$ cat src/sv/assert_macros.svh
// Assertion macros shared by the grid proximity RTL.
`ifndef ASSERT_MACROS_SVH
`define ASSERT_MACROS_SVH

`ifndef SYNTHESIS

// Property must hold at every clock edge outside reset.
`define GRP_ASSERT(lbl, clk, rst_n, prop, msg) \
    lbl: assert property (@(posedge clk) disable iff (!rst_n) prop) else $error(msg);

// Expression must never be true outside reset.
`define GRP_ASSERT_NEVER(lbl, clk, rst_n, expr, msg) \
    lbl: assert property (@(posedge clk) disable iff (!rst_n) !(expr)) else $error(msg);

`else

`define GRP_ASSERT(lbl, clk, rst_n, prop, msg)
`define GRP_ASSERT_NEVER(lbl, clk, rst_n, expr, msg)

`endif

`endif

$ cat src/sv/grp_pkg.sv
package grp_pkg;

    // Default grid store size
    localparam int DEF_MAX_COLS = 64;
    localparam int DEF_MAX_ROWS = 64;

    // Field widths
    localparam int DIM_W   = 7;
    localparam int COORD_W = 6;
    localparam int PROX_W  = 6;
    localparam int STEP_W  = 8;

    // Largest proximity the result field carries
    localparam logic [PROX_W-1:0] PROX_MAX = 6'd63;

    // Configuration register indexes
    localparam logic REG_GRID_WIDTH  = 1'b0;
    localparam logic REG_GRID_HEIGHT = 1'b1;

    // Input command codes
    typedef enum logic {
        CMD_WRITE = 1'b0,
        CMD_QUERY = 1'b1
    } t_cmd;

    // Classified command handed from front to back
    typedef struct packed {
        t_cmd               cmd;
        logic               in_grid;
        logic [COORD_W-1:0] col;
        logic [COORD_W-1:0] row;
        logic               cell_set;
    } t_item;

    // Grid dimensions in use, already clamped
    typedef struct packed {
        logic [DIM_W-1:0] width;
        logic [DIM_W-1:0] height;
    } t_dims;

    // Back-end status seen by the front
    typedef struct packed {
        logic clearing;
    } t_eng_status;

    // Back-end sequencer states
    typedef enum logic [2:0] {
        ST_CLEAR,
        ST_IDLE,
        ST_CCHK,
        ST_PROBE,
        ST_EMIT
    } t_eng_state;

endpackage

$ cat src/sv/grp_fifo.sv
`include "assert_macros.svh"

module grp_fifo
    import grp_pkg::*;
(
    input  logic  i_clk,
    input  logic  i_rst_n,
    input  logic  i_push,
    input  t_item i_item,
    input  logic  i_pop,
    output t_item o_item,
    output logic  o_full,
    output logic  o_valid
);

    t_item      r_mem [2];
    logic       r_wptr, n_wptr;
    logic       r_rptr, n_rptr;
    logic [1:0] r_count, n_count;

    // Advance pointers and fill count
    always_comb begin
        n_wptr  = r_wptr ^ i_push;
        n_rptr  = r_rptr ^ i_pop;
        n_count = r_count + 2'(i_push) - 2'(i_pop);
    end

    always_ff @(posedge i_clk) begin
        if (!i_rst_n) begin
            r_wptr  <= 1'b0;
            r_rptr  <= 1'b0;
            r_count <= 2'd0;
        end else begin
            r_wptr  <= n_wptr;
            r_rptr  <= n_rptr;
            r_count <= n_count;
        end
    end

    // Hold entries
    always_ff @(posedge i_clk) begin
        if (i_push) begin
            r_mem[r_wptr] <= i_item;
        end
    end

    assign o_item  = r_mem[r_rptr];
    assign o_full  = (r_count == 2'd2);
    assign o_valid = (r_count != 2'd0);

    `GRP_ASSERT_NEVER(a_no_overflow, i_clk, i_rst_n, i_push && o_full && !i_pop,
        "queue push while full")
    `GRP_ASSERT_NEVER(a_no_underflow, i_clk, i_rst_n, i_pop && !o_valid,
        "queue pop while empty")

endmodule

$ cat config.mk
export PLATFORM = sky130hd
export DESIGN_NAME = grp_fifo
export DESIGN_NICKNAME = d
export VERILOG_FILES = /design/src/sv/grp_pkg.sv /design/src/sv/grp_fifo.sv
export VERILOG_INCLUDE_DIRS = /design/src /design/src/sv
export SDC_FILE = /design/constraint.sdc
export NUM_CORES = 1
export LEC_CHECK = 0
export BUFFER_PORTS_ARGS = -buffer_cell sky130_fd_sc_hd__buf_2
export CAP_MARGIN = 20
export CORE_MARGIN = 4
export CORE_UTILIZATION = 40
export CTS_CLUSTER_SIZE = 25
export DETAILED_ROUTE_END_ITERATION = 7
export PLACE_DENSITY = 0.71
export SYNTH_ARGS = -nofsm -noshare
export SYNTH_HDL_FRONTEND = slang
export SYNTH_SLANG_ARGS = --single-unit
export TNS_END_PERCENT = 50
$ cat constraint.sdc
create_clock -name i_clk -period 1.52 [get_ports i_clk]
set_clock_uncertainty 0.1 [all_clocks]
set_input_delay 0.076 -clock i_clk [delete_from_list [all_inputs] [get_ports i_clk]]
set_output_delay 0.076 -clock i_clk [all_outputs]
set_load 0.02 [all_outputs]
==> impl_metrics.csv, run 1 <==
group,metric,value,unit
status,status,"completed",
floorplanning,die_width,66.6,um
min_path,hp-class,"in2reg",
drt,wire_per_inst,13.5,um
floorplanning,start_util,0.412,
power,fin_total_pwr,2.09,mW
setup_path,worst_ep_required_time,1.34,ns
drt,drt-initial-drc-count,15,
yosys,synthTopCellsByArea,"edfxtp_1 (66%), mux2_4 (11%), dfxtp_1 (7.3%)",
setup_path,reg2reg_setup_slack,0.15,ns
global_routing,grt_usage,0.120,
floorplanning,dieArea,4440,sq um
floorplanning,rows,21,
timing,fin_tns_setup,0,ns
yosys,synth_top_area_frac,0.655,
timing,drv_slew,0,
layout,area.growth.synth_to_final,44.6,%
global_routing,antenna_found_initial,0,
global_routing,grt_pass1_wl,3690,um
global_routing,grt_max_degree,16,
floorplanning,core,3340,sq um
setup_path,path_class,"reg2out",
yosys,yosysSeqAreaShare,0.728,
floorplanning,die_h,66.6,um
setup_path,cp.arrival,1.30,ns
layout,finish.utilization,0.596,
timing,finalCritPeriodShare,0.974,
timing,setup_violations,0,
yosys,avgSynthCellArea,20.2,sq um
layout,most-common-layout-cells,"edfxtp_1 (30), buf_2 (21), dlygate4sd3_1 (19)",
layout,drive_gt1_frac,0.462,
timing,tightestPinTransition,0.209,ns
yosys,synth_fp_nets,91,
clock_network,htree_levels,2,
layout,fill_cells,277,
power,p_per_area,1050,nW/um^2
drt,drt-pass1-iter-count,5,
clock_network,root_buffer,"clkbuf_4",
layout,nets,154,
place,place.gp.congestion,0.638,
setup_path,endpoint_kind,"output port",
setup_path,worst-path-max-fanout,8,
clock_network,clock_sinks,35,
drt,vias,770,
place,port_buffers,35,
timing,relSlewSlack,0.861,
drt,drt_wl_total,2400,um
clock_network,cts_tree,"done",
clock_network,cts_inserted_buffers,5,
yosys,synth_area,1380,sq um
drt,drc,0,
drt,routed_via_density,4.33,
yosys,synth_cell_types,13,
power,p_leak,0.822,nW
clock_network,clk_path_buf_depth,2,
setup_path,cp-start-kind,"register",
timing,hold_viol,0,
yosys,synth_largest_area_cell,"edfxtp_1",
global_routing,gr-total-overflow,0,
timing,clock.fmax,676,MHz
power,peakVddDrop,0.663,mV
place,dp_cells,150,
layout,final_common_cell,"edfxtp_1",
layout,diodes,0,
clock_network,clkTransAtPathRegs,0.09,ns
yosys,postSynthCellCount,68,
yosys,ys_ff_latch,35,
timing,rsz0062_at_grt,"yes",
job,cap_violations,0,
floorplanning,io_pins,36,
layout,final_cells,178,
clock_network,insertion_delay,0.32,ns
timing,period_needed,1.48,ns
drt,final_antenna_net_count,0,
global_routing,first_global_vias,842,
yosys,ys_warn_count,0,
-- metrics by stage --
stage	hold slack, ns	setup slack (ns)	area, sq um
after floorplan	0.0749	0.266	1380
after global placement	0.164	0.266	1610
after detailed placement	0.168	0.171	1610
after CTS	0.360	-0.00969	1910
after global routing	0.355	-0.0204	1990
final	0.369	0.0400	1990
-- state kept, by name, indices dropped and copies added (netlist names), named ones only --
| name | cells |
|---|---|
| r_rptr | 1 |
| r_count | 2 |
| r_mem | 30 |
| r_wptr | 1 |
-- report_power, final --
| group | leakage, nW | internal [mW] | switching, mW |
|---|---|---|---|
| registers | 0.324 | 1.12 | 0.0308 |
| clock network | 0.0265 | 0.184 | 0.268 |
| logic | 0.471 | 0.283 | 0.205 |
| total | 0.822 | 1.58 | 0.504 |
-- logic make-up (layout without fill, tap and decap cells) --
kind of cell | count (synthesis) | after routing | share of synthesized area
buffers and inverters | 5 | 69 | 0.0309
adders and majority gates | 4 | 4 | 0.0364
muxes | 15 | 15 | 0.150
DFF | 35 | 35 | 0.728
xor gates and xnor gates | 2 | 2 | 0.0227
and+or+nand+nor | 7 | 7 | 0.0319
-- worst max-delay path, stage by stage, from the launching register on --
cell,delay [ns]
dfxtp_4,0.40
buf_12,0.14
mux2_4,0.31
buf_6,0.13
-- synthesized netlist by cell type --
cell and instances:
edfxtp_1 30, mux2_4 10, dfxtp_1 5, mux2_2 5, ha_1 4, and2_1 3
inv_1 3, nor2b_1 3, buf_12 1, buf_6 1, or2_2 1, xnor3_1 1
xor2_1 1
-- worst paths after layout --
check               startpoint                     end  cells after the start
max                   register               o_item[5]                      3
min                 i_item[11]  r_mem[0][11]$_DFFE_PP_                      2
max reg2reg  r_rptr$_SDFF_PN0_                register                      3
min reg2reg  r_wptr$_SDFF_PN0_       r_wptr$_SDFF_PN0_                      3
-- area by class of cell --
class                           instances  area (sq um)  share of cell area
Multi-Input combinational cell         28           350               0.176
Clock buffer                            8          48.8              0.0245
Sequential cell                        35          1000               0.505
Timing Repair Buffer                   58           515               0.259
Inverter                                3          11.3             0.00566
Tap cell                               46          57.6              0.0289
-- per-layer routing --
layer,global-route usage,wire length (um)
met1,0.127,959
met2,0.212,1250
met3,0.0371,141
met4,0.0609,53
met5,0,0
-- repair_timing --
item,in CTS,in global routing
hold endpoints to repair,35,0
hold buffers,19,0
buffers inserted,0,0
cloned,1,0
gates resized for setup,13,23
endpoints found under the setup margin,6,15
Power figures use the tool's default switching activity.
==> run 2, diff against run 1 <==
Settings changed: REMOVE_ABC_BUFFERS from default to 1.
==> impl_metrics.csv, run 2 (same netlist as run 1, synthesis figures left out) <==
group,metric,value,unit
status,status,"completed",
clock_network,htree_levels,2,
layout,largest-register,"r_mem",
global_routing,grt_max_degree,11,
layout,final_common_cell,"edfxtp_1",
power,p_leak,0.808,nW
global_routing,first_global_vias,787,
floorplanning,die_width,66.6,um
floorplanning,rows,21,
timing,setup_violations,0,
place,port_buffers,35,
setup_path,cp-start-kind,"register",
floorplanning,io_pins,36,
layout,drive_gt1_frac,0.485,
clock_network,insertion_delay,0.31,ns
global_routing,grt_usage,0.116,
timing,tightestPinTransition,0.149,ns
place,place.gp.congestion,0.559,
floorplanning,dieArea,4440,sq um
drt,drt-pass1-iter-count,2,
layout,reg_top3,"r_mem (30), r_count (2)",
global_routing,antenna_found_initial,0,
setup_path,worst_ep_required_time,1.34,ns
global_routing,gr-total-overflow,0,
drt,drt_wl_total,2260,um
layout,diodes,0,
layout,multi_input_area,350,sq um
clock_network,cts_inserted_buffers,5,
layout,most-common-layout-cells,"edfxtp_1 (30), buf_2 (28), dlygate4sd3_1 (18)",
floorplanning,start_util,0.412,
timing,fin_tns_setup,0,ns
timing,period_needed,1.46,ns
timing,rsz0062_at_grt,"yes",
setup_path,path_class,"reg2out",
drt,wire_per_inst,12.7,um
place,hpwl,1580,um
clock_network,cts_tree,"done",
drt,drc,0,
clock_network,root_buffer,"clkbuf_4",
timing,finalCritPeriodShare,0.959,
layout,fill_cells,277,
drt,drt-initial-drc-count,8,
global_routing,grt_pass1_wl,3550,um
drt,routed_via_density,4.34,
setup_path,cp.arrival,1.28,ns
clock_network,clk_path_buf_depth,2,
power,p_per_area,1050,nW/um^2
clock_network,clkTransAtPathRegs,0.09,ns
layout,finish.utilization,0.579,
timing,drv_slew,0,
drt,final_antenna_net_count,0,
layout,largest_register_ffs,30,
floorplanning,die_h,66.6,um
power,peakVddDrop,0.544,mV
clock_network,clock_sinks,35,
clock_network,postCtsSetupRepairBufs,0,
min_path,hp-class,"in2reg",
setup_path,worst-path-max-fanout,7,
timing,clock.fmax,686,MHz
timing,hold-worst-slack,0.375,ns
job,cap_violations,0,
power,fin_total_pwr,2.03,mW
layout,seqCellArea,1000,sq um
drt,vias,772,
layout,nets,155,
setup_path,endpoint_kind,"output port",
layout,area.growth.synth_to_final,40.4,%
timing,relSlewSlack,0.900,
floorplanning,core,3340,sq um
timing,hold_viol,0,
## run 2: layout make-up
type | count | area share
inverters | 3 | 0.00583
flip-flops and latches | 35 | 0.520
clock inverters | 2 | 0.00454
multi-input cells | 28 | 0.181
repair buffers | 59 | 0.238
well taps | 46 | 0.0298
clock buffers | 5 | 0.0194
## run 2: report_power, final
group,leakage [nW],switching (mW),internal [mW],total (mW)
Clock,0.0285,0.269,0.164,0.433
Sequential,0.324,0.0258,1.12,1.14
Combinational,0.455,0.200,0.252,0.452
Total,0.808,0.495,1.53,2.03
## run 2: layer usage
layer | GRT usage | routed length, um | vias to the layer above
met4 | 0.0533 | 39 | 0
met2 | 0.188 | 1080 | 32
met3 | 0.0607 | 218 | 6
met1 | 0.124 | 923 | 355
li1 | - | - | 379
met5 | 0 | 0 | -
## run 2: metrics by stage
stage               std cells  setup WS, ns  cell area, sq um
detailed placement        153         0.190              1620
floorplan                  66         0.159              1340
global placement          153         0.267              1620
global route              178       -0.0157              1930
CTS                       178       0.00214              1870
finish                    178        0.0627              1930
## run 2: repair_timing
action | in CTS | in global routing
gates resized for setup | 6 | 19
hold buffers | 18 | 0
hold endpoints to repair | 35 | 0
setup endpoints to repair | 12 | 15
## run 2: path summary, 6_finish.rpt
kind / start / end / slack (ns) / cells after the start
hold / removal: i_item[3] / r_mem[0][3]$_DFFE_PP_ / 0.38 / 2
setup / recovery: register / o_item[6] / 0.06 / 3
hold reg to reg: r_wptr$_SDFF_PN0_ / r_wptr$_SDFF_PN0_ / 0.46 / 3
setup reg to reg: r_count[0]$_SDFF_PN0_ / r_count[1]$_SDFF_PN0_ / 0.19 / 6
## run 2: worst max-delay path, cell delays in order (launching register included)
cell	delay, ns
dfxtp_4	0.38
buf_8	0.14
mux2_4	0.29
buf_2	0.16
