$ cat src/sv/assert_macros.svh
// Assertion macros shared by the grid proximity RTL.
`ifndef ASSERT_MACROS_SVH
`define ASSERT_MACROS_SVH

`ifndef SYNTHESIS

// Property must hold at every clock edge outside reset.
`define GRP_ASSERT(lbl, clk, rst_n, prop, msg) \
    lbl: assert property (@(posedge clk) disable iff (!rst_n) prop) else $error(msg);

// Expression must never be true outside reset.
`define GRP_ASSERT_NEVER(lbl, clk, rst_n, expr, msg) \
    lbl: assert property (@(posedge clk) disable iff (!rst_n) !(expr)) else $error(msg);

`else

`define GRP_ASSERT(lbl, clk, rst_n, prop, msg)
`define GRP_ASSERT_NEVER(lbl, clk, rst_n, expr, msg)

`endif

`endif

$ cat src/sv/grp_pkg.sv
package grp_pkg;

    // Default grid store size
    localparam int DEF_MAX_COLS = 64;
    localparam int DEF_MAX_ROWS = 64;

    // Field widths
    localparam int DIM_W   = 7;
    localparam int COORD_W = 6;
    localparam int PROX_W  = 6;
    localparam int STEP_W  = 8;

    // Largest proximity the result field carries
    localparam logic [PROX_W-1:0] PROX_MAX = 6'd63;

    // Configuration register indexes
    localparam logic REG_GRID_WIDTH  = 1'b0;
    localparam logic REG_GRID_HEIGHT = 1'b1;

    // Input command codes
    typedef enum logic {
        CMD_WRITE = 1'b0,
        CMD_QUERY = 1'b1
    } t_cmd;

    // Classified command handed from front to back
    typedef struct packed {
        t_cmd               cmd;
        logic               in_grid;
        logic [COORD_W-1:0] col;
        logic [COORD_W-1:0] row;
        logic               cell_set;
    } t_item;

    // Grid dimensions in use, already clamped
    typedef struct packed {
        logic [DIM_W-1:0] width;
        logic [DIM_W-1:0] height;
    } t_dims;

    // Back-end status seen by the front
    typedef struct packed {
        logic clearing;
    } t_eng_status;

    // Back-end sequencer states
    typedef enum logic [2:0] {
        ST_CLEAR,
        ST_IDLE,
        ST_CCHK,
        ST_PROBE,
        ST_EMIT
    } t_eng_state;

endpackage

$ cat src/sv/grp_front.sv
module grp_front
    import grp_pkg::*;
#(
    parameter int MAX_COLS = DEF_MAX_COLS,
    parameter int MAX_ROWS = DEF_MAX_ROWS
) (
    input  logic              i_clk,
    input  logic              i_rst_n,
    input  logic              i_cfg_we,
    input  logic              i_cfg_index,
    input  logic [DIM_W-1:0]  i_cfg_wdata,
    input  logic              i_valid,
    input  logic [15:0]       i_data,
    input  logic              i_user,
    output logic              o_ready,
    input  t_eng_status       i_status,
    input  logic              i_fifo_full,
    output logic              o_push,
    output t_item             o_item,
    output t_dims             o_dims
);

    logic [DIM_W-1:0] r_width;
    logic [DIM_W-1:0] r_height;
    logic [COORD_W-1:0] col;
    logic [COORD_W-1:0] row;

    // Configuration registers
    always_ff @(posedge i_clk) begin
        if (!i_rst_n) begin
            r_width  <= DIM_W'(64);
            r_height <= DIM_W'(64);
        end else if (i_cfg_we) begin
            unique case (i_cfg_index)
                REG_GRID_WIDTH:  r_width  <= i_cfg_wdata;
                REG_GRID_HEIGHT: r_height <= i_cfg_wdata;
                default: ;
            endcase
        end
    end

    // Clamp dimensions into 1..MAX
    always_comb begin
        priority if (r_width == '0) begin
            o_dims.width = DIM_W'(1);
        end else if (32'(r_width) > MAX_COLS) begin
            o_dims.width = DIM_W'(MAX_COLS);
        end else begin
            o_dims.width = r_width;
        end
        priority if (r_height == '0) begin
            o_dims.height = DIM_W'(1);
        end else if (32'(r_height) > MAX_ROWS) begin
            o_dims.height = DIM_W'(MAX_ROWS);
        end else begin
            o_dims.height = r_height;
        end
    end

    // Unpack the beat and classify against the grid in use
    assign col = i_data[5:0];
    assign row = i_data[11:6];

    always_comb begin
        o_item.cmd      = t_cmd'(i_user);
        o_item.col      = col;
        o_item.row      = row;
        o_item.cell_set = i_data[12];
        o_item.in_grid  = ({1'b0, col} < o_dims.width) && ({1'b0, row} < o_dims.height);
    end

    // Stall while the queue is full or the store is being cleared
    assign o_ready = !i_fifo_full && !i_status.clearing;
    assign o_push  = i_valid && o_ready;

endmodule

$ cat config.mk
export PLATFORM = sky130hd
export DESIGN_NAME = grp_front
export DESIGN_NICKNAME = d
export VERILOG_FILES = /design/src/sv/assert_macros.svh /design/src/sv/grp_pkg.sv /design/src/sv/grp_front.sv
export SDC_FILE = /design/constraint.sdc
export NUM_CORES = 1
export LEC_CHECK = 0
export BUFFER_PORTS_ARGS = -buffer_cell sky130_fd_sc_hd__buf_2
export CELL_PAD_IN_SITES_DETAIL_PLACEMENT = 0
export CELL_PAD_IN_SITES_GLOBAL_PLACEMENT = 1
export CORE_UTILIZATION = 29
export DETAILED_ROUTE_END_ITERATION = 8
export PLACE_DENSITY_LB_ADDON = 0.1
export SYNTH_ARGS = -nofsm -noshare
export SYNTH_HDL_FRONTEND = slang
export SYNTH_SLANG_ARGS = --single-unit
$ cat constraint.sdc
create_clock -name i_clk -period 1.98 [get_ports i_clk]
set_input_delay 0.099 -clock i_clk [delete_from_list [all_inputs] [get_ports i_clk]]
set_output_delay 0.099 -clock i_clk [all_outputs]
set_load 0.1 [all_outputs]
==> flow_metrics.py, run 1 <==
metrics = {
    "drt": {
        "antenna_left": 0,
        "via_per_inst": 4.46,
        "wire_per_inst_um": 10.8,
        "drt_iter0_drc": 12,
        "remaining_drc_errors": 0,
        "vias": 959,
        "drtPass1Iterations": 4,
        "drt-total-wl_mm": 2.33,
    },
    "power": {
        "peakVddDrop_uv": 311,
        "p_clk_frac": 0.185,
        "power.internal_uw": 468,
        "p_sw_frac": 0.429,
        "p_leak_uw": 0.000776,
        "p_sw_uw": 352,
        "power.sequential.fraction": 0.377,
        "pwr-share-comb": 0.438,
        "power-per-cell-area_nw_per_um2": 574,
    },
    "placement": {
        "hpwl_mm": 1.95,
        "gp_congestion": 0.713,
        "portBuffers": 54,
        "placed_area_um2": 1270,
    },
    "cells_and_area": {
        "final_util": 0.422,
        "final_cell_mix": "53 x buf_2, 13 x dfxtp_1, 11 x inv_1",
        "diodes": 0,
        "synthToLayoutAreaGrowth_pct": 36.3,
        "fillerInstances": 371,
        "final_common_cell": "buf_2",
        "drive_above_1_share": 0.467,
        "design_area_um2": 1430,
        "final_nets": 212,
    },
    "setup_path": {
        "worstPathCellList": "nand2b_4 -> ha_4 -> a211o_1 -> o221a_1 -> a211oi_4 -> buf_12",
        "cp_data_arrival_time_ns": 1.96,
        "crit_required_ns": 1.88,
        "crit_type": "flip-flop to output pin",
        "r2r_start": "r_width[6]",
        "endpoint_kind": "output pin",
        "rr_endpoint": "r_width[6]",
        "start_kind": "flip-flop",
        "worst-r2r-cell-count": 3,
        "slowest_stage": "dfxtp_4",
        "regToRegSetupSlack_ns": 1.17,
        "cp_max_fo": 7,
        "slowest_delay_ns": 0.37,
    },
    "clocking": {
        "cts_sinks": 14,
        "clk_pin_slew_worst_paths_ns": 0.08,
        "h-tree-depth": 1,
        "clockBufferDepth": 2,
        "cts_tree": "yes",
        "root_buffer": "clkbuf_4",
        "ctsHoldBuffers": 0,
        "clock_latency_ns": 0.26,
        "numCtsBuffers": 3,
    },
    "sta": {
        "setup_viol": 1,
        "hold_viol": 0,
        "setup_ws_ns": -0.0773,
        "max-slew-margin-rel": 0.675,
        "finalMaxSlewViolations": 0,
        "finClkSkew_ns": 0,
        "finalCriticalPeriod_ns": 2.06,
        "fmax_ghz": 0.486,
        "rsz0062_at_grt": "true",
        "worst_pin_slew_ns": 0.491,
        "period_share": 1.04,
    },
    "logic_synthesis": {
        "postSynth.asyncResetShare": 0,
        "syn_avg_cell_area_um2": 8.07,
        "ys_seq_area_frac": 0.267,
        "ys.flop_type": "dfxtp_1",
        "syn_nets": 171,
        "synthCells": 130,
        "yosys_warnings": 0,
        "synth_seq_cells": 14,
        "synth_edf_count": 0,
        "ys_types": 26,
        "syn_area_um2": 1050,
    },
    "floorplan": {
        "rows": 21,
        "io_pins": 62,
        "core_um2": 3390,
        "fp.dieW_um": 62.1,
        "dieHeight_um": 62.1,
        "die_area_um2": 3860,
        "start_util": 0.309,
    },
    "global_route": {
        "grt_usage": 0.127,
        "grt_max_degree": 15,
        "first_global_vias": 912,
        "overflow": 0,
        "antenna_found_initial": 0,
        "grt_pass1_wl_mm": 4.02,
    },
    "min_path": {
        "min_from": "i_cfg_wdata[6]",
        "whs_path_depth": 3,
        "hold_path_end": "r_width[6]",
        "min_path_type": "primary input to flip-flop",
    },
    "run": {
        "drv_cap": 0,
    },
    "outcome": {
        "outcome": "complete, but fails checks",
        "violations": "negative setup slack",
    },
}
==> logic make-up after synthesis <==
logic type / after synthesis / share of synthesized area
flip-flops: 14 / 0.267
multiplexers: 7 / 0.0668
AO/OA/AOI/OAI: 20 / 0.138
AND/OR/NAND/NOR: 46 / 0.230
adder cells (fa/ha/maj): 10 / 0.119
buffers and inverters: 33 / 0.178
==> routing by layer <==
metal,up-vias,track usage,part of all wire
li1,496,-,-
met4,0,0.0523,0.0060
met5,-,0,0
met3,2,0.0184,0.052
met1,431,0.162,0.48
met2,30,0.213,0.46
==> stage by stage <==
step	instances	setup TNS [ns]	setup WS [ns]	hold slack [ns]	power [µW]
after floorplan	130	-0.351	-0.351	0.224	612
after global placement	210	0	0.0915	0.199	648
after detailed placement	210	0	0.0409	0.199	651
after CTS	215	-0.0967	-0.0967	0.0509	824
after global routing	215	-0.138	-0.138	0.0967	867
final	215	-0.0773	-0.0773	0.0666	820
==> layout make-up <==
type / count / area, µm² / area share
inverters: 11 / 41.3 / 0.0289
well taps: 46 / 57.6 / 0.0403
multi-input cells: 83 / 708 / 0.496
repair buffers: 58 / 315 / 0.221
flip-flops and latches: 14 / 284 / 0.199
clock buffers: 3 / 22.5 / 0.0158
==> registers in the layout (all words and copies together) (netlist names) <==
name      flops
r_width       7
r_height      7
==> cells in the mapped netlist, drive strengths merged (2+ instances only) <==
master / n / area [µm²]
nor3: 2 / 10.0
mux2i: 7 / 70.1
a21boi: 6 / 45.0
clkbuf: 4 / 15.0
inv: 11 / 41.3
buf: 18 / 130
nor2: 6 / 22.5
nand3: 8 / 40.0
ha: 10 / 125
a21oi: 5 / 25.0
a21o: 2 / 15.0
dfxtp: 14 / 280
nor2b: 6 / 37.5
nand2b: 11 / 68.8
nand2: 10 / 37.5
==> worst max-delay path, delay by kind of cell (launching register included) <==
kind	cells	cell delay, ns
DFF	1	0.37
and+or+nand+nor	1	0.15
buffers and inverters	1	0.21
adders and majority gates	1	0.24
AOI/OAI and AO/OA	3	0.71
==> how the worst max path moves through the flow <==
stage,from,to,cells after the start
final,r_width[6],o_item[13],6
after global routing,r_width[6],o_item[13],6
after CTS,r_width[6],o_item[13],6
after detailed placement,r_width[6],o_item[13],6
after global placement,r_width[6],o_item[13],6
after floorplan,r_width[6],o_item[13],6
==> power groups by stage <==
stage / logic (µW) / registers, µW / clock network [µW]
6_report: 359 / 309 / 152
5_1_grt: 381 / 312 / 174
4_1_cts: 357 / 308 / 159
3_5_place_dp: 337 / 314 / 0
3_3_place_gp: 334 / 314 / 0
2_1_floorplan: 303 / 308 / 0
==> timing repair <==
action | CTS | global route
gates resized for setup | 15 | 3
gates cloned | 0 | 0
pin swaps | 4 | 1
buffers inserted | 2 | 0
setup endpoints to repair | 1 | 1
Power figures use the tool's default switching activity.
==> inputs of run 2 (changes only) <==
ABC_AREA = 1   (was default)
CORE_UTILIZATION = 27   (was 29)
PLACE_DENSITY_LB_ADDON = 0.25   (was 0.1)
==> run 2 against run 1 <==
Against the previous run: the flow still finishes with violations (negative setup slack); sequential share of layout area hardly changed; die area is 3.2% higher; worst setup slack better by 0.069 ns; fmax is 3.5% higher; area after synthesis is 3.8% lower; utilization is 0.34 points higher; clock skew stayed put; flip-flop and latch count stayed put; wire length is 4.8% higher; register-to-register slack hardly changed; sequential power is 4% higher; critical path type unchanged.
==> flow_metrics.py, run 2 <==
metrics = {
    "setup_path": {
        "crit_type": "flip-flop to output pin",
        "slowest_stage": "dfxtp_4",
        "r2r_start": "r_height[6]",
        "slowest_delay_ns": 0.35,
        "worst-r2r-cell-count": 3,
        "cp_max_fo": 3,
        "start_kind": "flip-flop",
        "cp_data_arrival_time_ns": 1.89,
        "critPathBufInv": 3,
        "rr_endpoint": "r_height[6]",
        "endpoint_kind": "output pin",
        "cp_top_family": "simple AND/OR/NAND/NOR gates",
        "worstPathCellList": "nor2_4 -> nand3_2 -> nand2_2 -> buf_4 -> nand2_2 -> ha_4 -> nand2_1 -> inv_1 -> nand2_1 -> a21oi_2 -> nor2_2 -> buf_12",
        "crit_required_ns": 1.88,
        "regToRegSetupSlack_ns": 1.16,
    },
    "drt": {
        "drt_iter0_drc": 10,
        "antenna_left": 0,
        "drt-total-wl_mm": 2.44,
        "remaining_drc_errors": 0,
        "drtPass1Iterations": 4,
        "wire_per_inst_um": 9.74,
        "vias": 1095,
        "via_per_inst": 4.38,
    },
    "cells_and_area": {
        "seq_area_um2": 293,
        "drive_above_1_share": 0.461,
        "diodes": 0,
        "largestRegisters": "r_height (7), r_width (7)",
        "final_cell_mix": "53 x buf_2, 28 x nor2_1, 25 x nand2_1",
        "final_common_cell": "buf_2",
        "final_nets": 246,
        "synthToLayoutAreaGrowth_pct": 46.2,
        "fillerInstances": 391,
        "multiInputGateArea_um2": 631,
    },
    "floorplan": {
        "die_area_um2": 3980,
        "start_util": 0.291,
        "dieHeight_um": 63.1,
        "fp.dieW_um": 63.1,
        "core_um2": 3470,
        "io_pins": 62,
        "rows": 21,
    },
    "placement": {
        "portBuffers": 54,
        "pre_cts_ws_ns": 0.0686,
        "hpwl_mm": 1.98,
        "gp_congestion": 0.779,
    },
    "clocking": {
        "cts_sinks": 14,
        "clk_pin_slew_worst_paths_ns": 0.06,
        "root_buffer": "clkbuf_8",
        "ctsHoldBuffers": 0,
        "clock_latency_ns": 0.24,
        "numCtsBuffers": 3,
        "cts_tree": "yes",
        "h-tree-depth": 1,
        "clockBufferDepth": 2,
    },
    "sta": {
        "setup_viol": 1,
        "timing.hold.ws_ns": 0.0994,
        "hold_viol": 0,
        "finalCriticalPeriod_ns": 1.99,
        "finClkSkew_ns": 0,
        "rsz0062_at_grt": "true",
        "fmax_ghz": 0.503,
        "finalMaxSlewViolations": 0,
        "setup_ws_ns": -0.00818,
        "period_share": 1.00,
        "worst_pin_slew_ns": 0.491,
        "max-slew-margin-rel": 0.675,
    },
    "power": {
        "peakVddDrop_uv": 362,
        "pwr-share-comb": 0.426,
        "p_leak_uw": 0.000838,
        "power-per-cell-area_nw_per_um2": 706,
        "p_clk_frac": 0.267,
        "p_sw_frac": 0.427,
        "power.sequential.fraction": 0.307,
        "p_sw_uw": 444,
        "power.internal_uw": 597,
    },
    "logic_synthesis": {
        "yosysTopAreaCell": "dfxtp_1",
        "yosys_warnings": 0,
        "ys_types": 20,
        "synth_seq_cells": 14,
        "ys_seq_area_frac": 0.278,
        "syn_avg_cell_area_um2": 6.59,
        "yosys-top-cells-area": "dfxtp_1 28%, ha_1 12%, nor2_1 12%",
        "synth.most_common_cell": "nor2_1",
        "synth_top_area_share": 0.278,
        "synth_edf_count": 0,
        "postSynth.asyncResetShare": 0,
        "yosys-top-cells-count": "32 x nor2_1, 28 x nand2_1, 19 x inv_1",
        "syn_nets": 194,
        "synthCells": 153,
        "ys.flop_type": "dfxtp_1",
        "syn_area_um2": 1010,
    },
    "min_path": {
        "hold_path_end": "r_width[6]",
        "whs_path_depth": 3,
        "min_from": "i_cfg_wdata[6]",
        "min_path_type": "primary input to flip-flop",
    },
    "global_route": {
        "grt_usage": 0.125,
        "grt_max_degree": 15,
        "overflow": 0,
        "first_global_vias": 1007,
        "grt_pass1_wl_mm": 4.08,
        "antenna_found_initial": 0,
    },
    "run": {
        "drv_cap": 0,
    },
    "outcome": {
        "outcome": "complete, but fails checks",
        "violations": "negative setup slack",
    },
}
## run 2: cell count changes in the layout (fill, tap and decap cells not counted), moves of 7 or more
cell	before	now
mux2i_1	7	0
inv_1	11	19
nand3_1	8	1
nand2_1	10	25
o21ai_0	0	13
nor2_1	5	28
nand2b_1	7	0
## run 2: final cells by class
type	count	share of cell area
inverter	20	0.0526
sequential	14	0.199
tap	46	0.0390
timing repair buffer	64	0.244
multi-input combinational	102	0.428
clock buffer	4	0.0374
## run 2: tightest hold or removal path, stage by stage
cell and delay [ns]:
buf_2 0.10, nand2_1 0.05, o211ai_1 0.06
## run 2: routing by layer
layer,global-route usage,wire (µm)
met1,0.158,1110
met2,0.214,1180
met3,0.0254,143
met4,0.0349,0
met5,0,0
## run 2: cell families after synthesis
logic type | after synthesis | share of synthesized area
buffers and inverters | 37 | 0.196
AO/OA/AOI/OAI | 24 | 0.130
adder cells (fa/ha/maj) | 10 | 0.124
flip-flops | 14 | 0.278
AND/OR/NAND/NOR | 68 | 0.272
## run 2: through the flow
| step | TNS [ns] | total power (µW) | std cells | util | cell area [µm²] |
|---|---|---|---|---|---|
| 3_5_place_dp | 0 | 725 | 238 | 0.363 | 1260 |
| 2_1_floorplan | -0.311 | 667 | 153 | - | 1020 |
| 3_3_place_gp | 0 | 721 | 238 | 0.363 | 1260 |
| 4_1_cts | -0.104 | 1020 | 245 | 0.395 | 1370 |
| 6_report | -0.00818 | 1040 | 250 | 0.425 | 1470 |
| 5_1_grt | -0.138 | 1100 | 250 | 0.425 | 1470 |
## run 2: repair_timing
item                       4_1_cts  5_1_grt
gates cloned                     0        0
gates resized for setup         11       17
pin swaps                        9       10
setup endpoints to repair        1        1
setup buffers                    3        5
## run 2: worst max path at each step
| stage | startpoint | to | slack [ns] | depth (start not counted) |
|---|---|---|---|---|
| final | r_height[2] | o_item[13] | -0.008 | 12 |
| after global routing | r_height[6] | o_item[13] | -0.14 | 9 |
| after CTS | r_height[1] | o_item[13] | -0.10 | 11 |
| after detailed placement | r_height[2] | o_item[13] | 0.07 | 11 |
| after global placement | r_height[2] | o_item[13] | 0.12 | 11 |
| after floorplan | r_width[6] | o_item[13] | -0.31 | 9 |
## run 2: power groups by stage
stage	clock [µW]	combinational (µW)	sequential (µW)
finish	278	443	320
global route	301	474	322
CTS	283	419	317
detailed placement	0	404	322
global placement	0	400	321
floorplan	0	350	317
==> inputs of run 3 (changes only) <==
CELL_PAD_IN_SITES_DETAIL_PLACEMENT = default   (was 0)
CELL_PAD_IN_SITES_GLOBAL_PLACEMENT = default   (was 1)
CORE_UTILIZATION = 42   (was 27)
==> run 3 against run 2 <==
Against the previous run: wire length fell by 3.4%; sequential power barely moved; utilization rose by 22 points; via count rose by 0.46%; clock skew did not move; hold slack got worse by 0.040 ns; the flow still finishes with violations (negative setup slack); register-to-register slack got worse by 0.04 ns; flip-flop and latch count did not move; sequential share of layout area rose by 0.15 points.
==> flow_metrics.py, run 3 (synthesis gave the netlist of run 2 again) <==
metrics = {
    "cells_and_area": {
        "design_area_um2": 1440,
        "multiInputGateArea_um2": 646,
        "drive_above_1_share": 0.461,
        "fillerInstances": 198,
        "synthToLayoutAreaGrowth_pct": 43.2,
        "diodes": 0,
        "largestRegisters": "r_height (7), r_width (7)",
        "final_nets": 246,
        "final_cell_mix": "53 x buf_2, 28 x nor2_1, 25 x nand2_1",
        "final_common_cell": "buf_2",
        "seq_area_um2": 289,
    },
    "sta": {
        "worst_pin_slew_ns": 0.483,
        "finalMaxSlewViolations": 0,
        "setup_ws_ns": -0.0313,
        "finClkSkew_ns": 0,
        "fmax_ghz": 0.497,
        "rsz0062_at_grt": "true",
        "hold_viol": 0,
        "setup_viol": 1,
        "finalCriticalPeriod_ns": 2.01,
        "period_share": 1.02,
        "max-slew-margin-rel": 0.677,
    },
    "placement": {
        "placed_area_um2": 1230,
        "pre_cts_ws_ns": 0.0701,
        "hpwl_mm": 1.85,
        "portBuffers": 54,
        "gp_congestion": 0.746,
    },
    "power": {
        "power.sequential.fraction": 0.331,
        "p_leak_uw": 0.000827,
        "p_clk_frac": 0.205,
        "p_sw_frac": 0.445,
        "power-per-cell-area_nw_per_um2": 668,
        "power.internal_uw": 536,
        "pwr-share-comb": 0.464,
        "p_sw_uw": 429,
        "peakVddDrop_uv": 451,
    },
    "outcome": {
        "outcome": "complete, but fails checks",
        "violations": "negative setup slack",
    },
    "setup_path": {
        "crit_required_ns": 1.88,
        "slowest_stage": "dfxtp_1",
        "cp_common_cell": "nand2_1",
        "cp_top_family": "flip-flops",
        "endpoint_kind": "output pin",
        "critPathBufInv": 2,
        "cp_data_arrival_time_ns": 1.91,
        "start_kind": "flip-flop",
        "slowest_delay_ns": 0.40,
        "cp_max_fo": 4,
        "worstPathCellList": "inv_1 -> nand2_1 -> ha_4 -> a21oi_2 -> o21ai_1 -> a211oi_1 -> nand2_1 -> nor2_2 -> buf_12",
        "crit_type": "flip-flop to output pin",
    },
    "global_route": {
        "antenna_found_initial": 0,
        "grt_usage": 0.181,
        "grt_pass1_wl_mm": 3.71,
        "overflow": 0,
        "grt_max_degree": 15,
        "first_global_vias": 925,
    },
    "drt": {
        "drtPass1Iterations": 4,
        "vias": 1100,
        "drt_iter0_drc": 10,
        "via_per_inst": 4.74,
        "wire_per_inst_um": 10.1,
        "antenna_left": 0,
        "drt-total-wl_mm": 2.35,
        "remaining_drc_errors": 0,
    },
    "clocking": {
        "h-tree-depth": 1,
        "clockBufferDepth": 2,
        "root_buffer": "clkbuf_4",
        "clk_pin_slew_worst_paths_ns": 0.09,
        "cts_tree": "yes",
        "numCtsBuffers": 3,
        "clock_latency_ns": 0.26,
        "cts_sinks": 14,
    },
    "floorplan": {
        "io_pins": 62,
        "dieHeight_um": 51,
        "fp.dieW_um": 51,
        "rows": 17,
        "core_um2": 2230,
        "start_util": 0.452,
        "die_area_um2": 2600,
    },
    "run": {
        "drv_cap": 0,
    },
    "min_path": {
        "min_path_type": "primary input to flip-flop",
    },
}
-- run 3: cell counts in the layout (fill, tap and decap cells not counted) --
No cell type changed its count.
-- run 3: layer usage --
metal	vias to the layer above	wire (µm)	global-route usage
met5	-	0	0
met3	2	133	0.0327
met1	489	979	0.218
met4	0	8	0.0417
met2	35	1230	0.327
li1	574	-	-
-- run 3: worst paths after layout --
check	end	slack [ns]	cells past startpoint	start
setup / recovery	o_item[13]	-0.03	9	r_height[6]
hold / removal	r_width[6]	0.06	3	i_cfg_wdata[6]
setup reg to reg	r_height[6]	1.12	3	r_height[6]
hold reg to reg	r_height[0]	0.52	2	r_height[0]
-- run 3: layout make-up --
type | instances | area share
Multi-Input combinational cell | 102 | 0.447
Timing Repair Buffer | 64 | 0.250
Sequential cell | 14 | 0.200
Inverter | 20 | 0.0537
Clock buffer | 4 | 0.0251
Tap cell | 28 | 0.0243
-- run 3: what timing repair did --
action                                  in CTS  in global routing
pin swaps                                   11                 10
endpoints found under the setup margin       1                  1
buffers inserted                             5                  4
hold buffers                                 0                  0
gates resized for setup                     11                 15
-- run 3: tightest hold or removal path, cell delays in order --
cell and delay (ns):
buf_2 0.09, nand2_1 0.05, o211ai_1 0.06
-- run 3: power by group through the flow --
stage / registers [µW] / logic (µW) / clock network (µW)
after global placement: 321 / 391 / 0
after detailed placement: 321 / 398 / 0
final: 319 / 448 / 198
after CTS: 316 / 418 / 202
after global routing: 322 / 478 / 216
after floorplan: 317 / 350 / 0
-- run 3: metrics by stage --
| stage | util | TNS (ns) | hold slack [ns] | cells | total power [µW] |
|---|---|---|---|---|---|
| after global routing | 0.646 | -0.213 | 0.0626 | 232 | 1020 |
| final | 0.646 | -0.0313 | 0.0594 | 232 | 965 |
| after floorplan | - | -0.311 | 0.229 | 153 | 667 |
| after detailed placement | 0.550 | 0 | 0.199 | 219 | 718 |
| after global placement | 0.550 | 0 | 0.199 | 219 | 712 |
| after CTS | 0.597 | -0.0737 | 0.0563 | 228 | 936 |
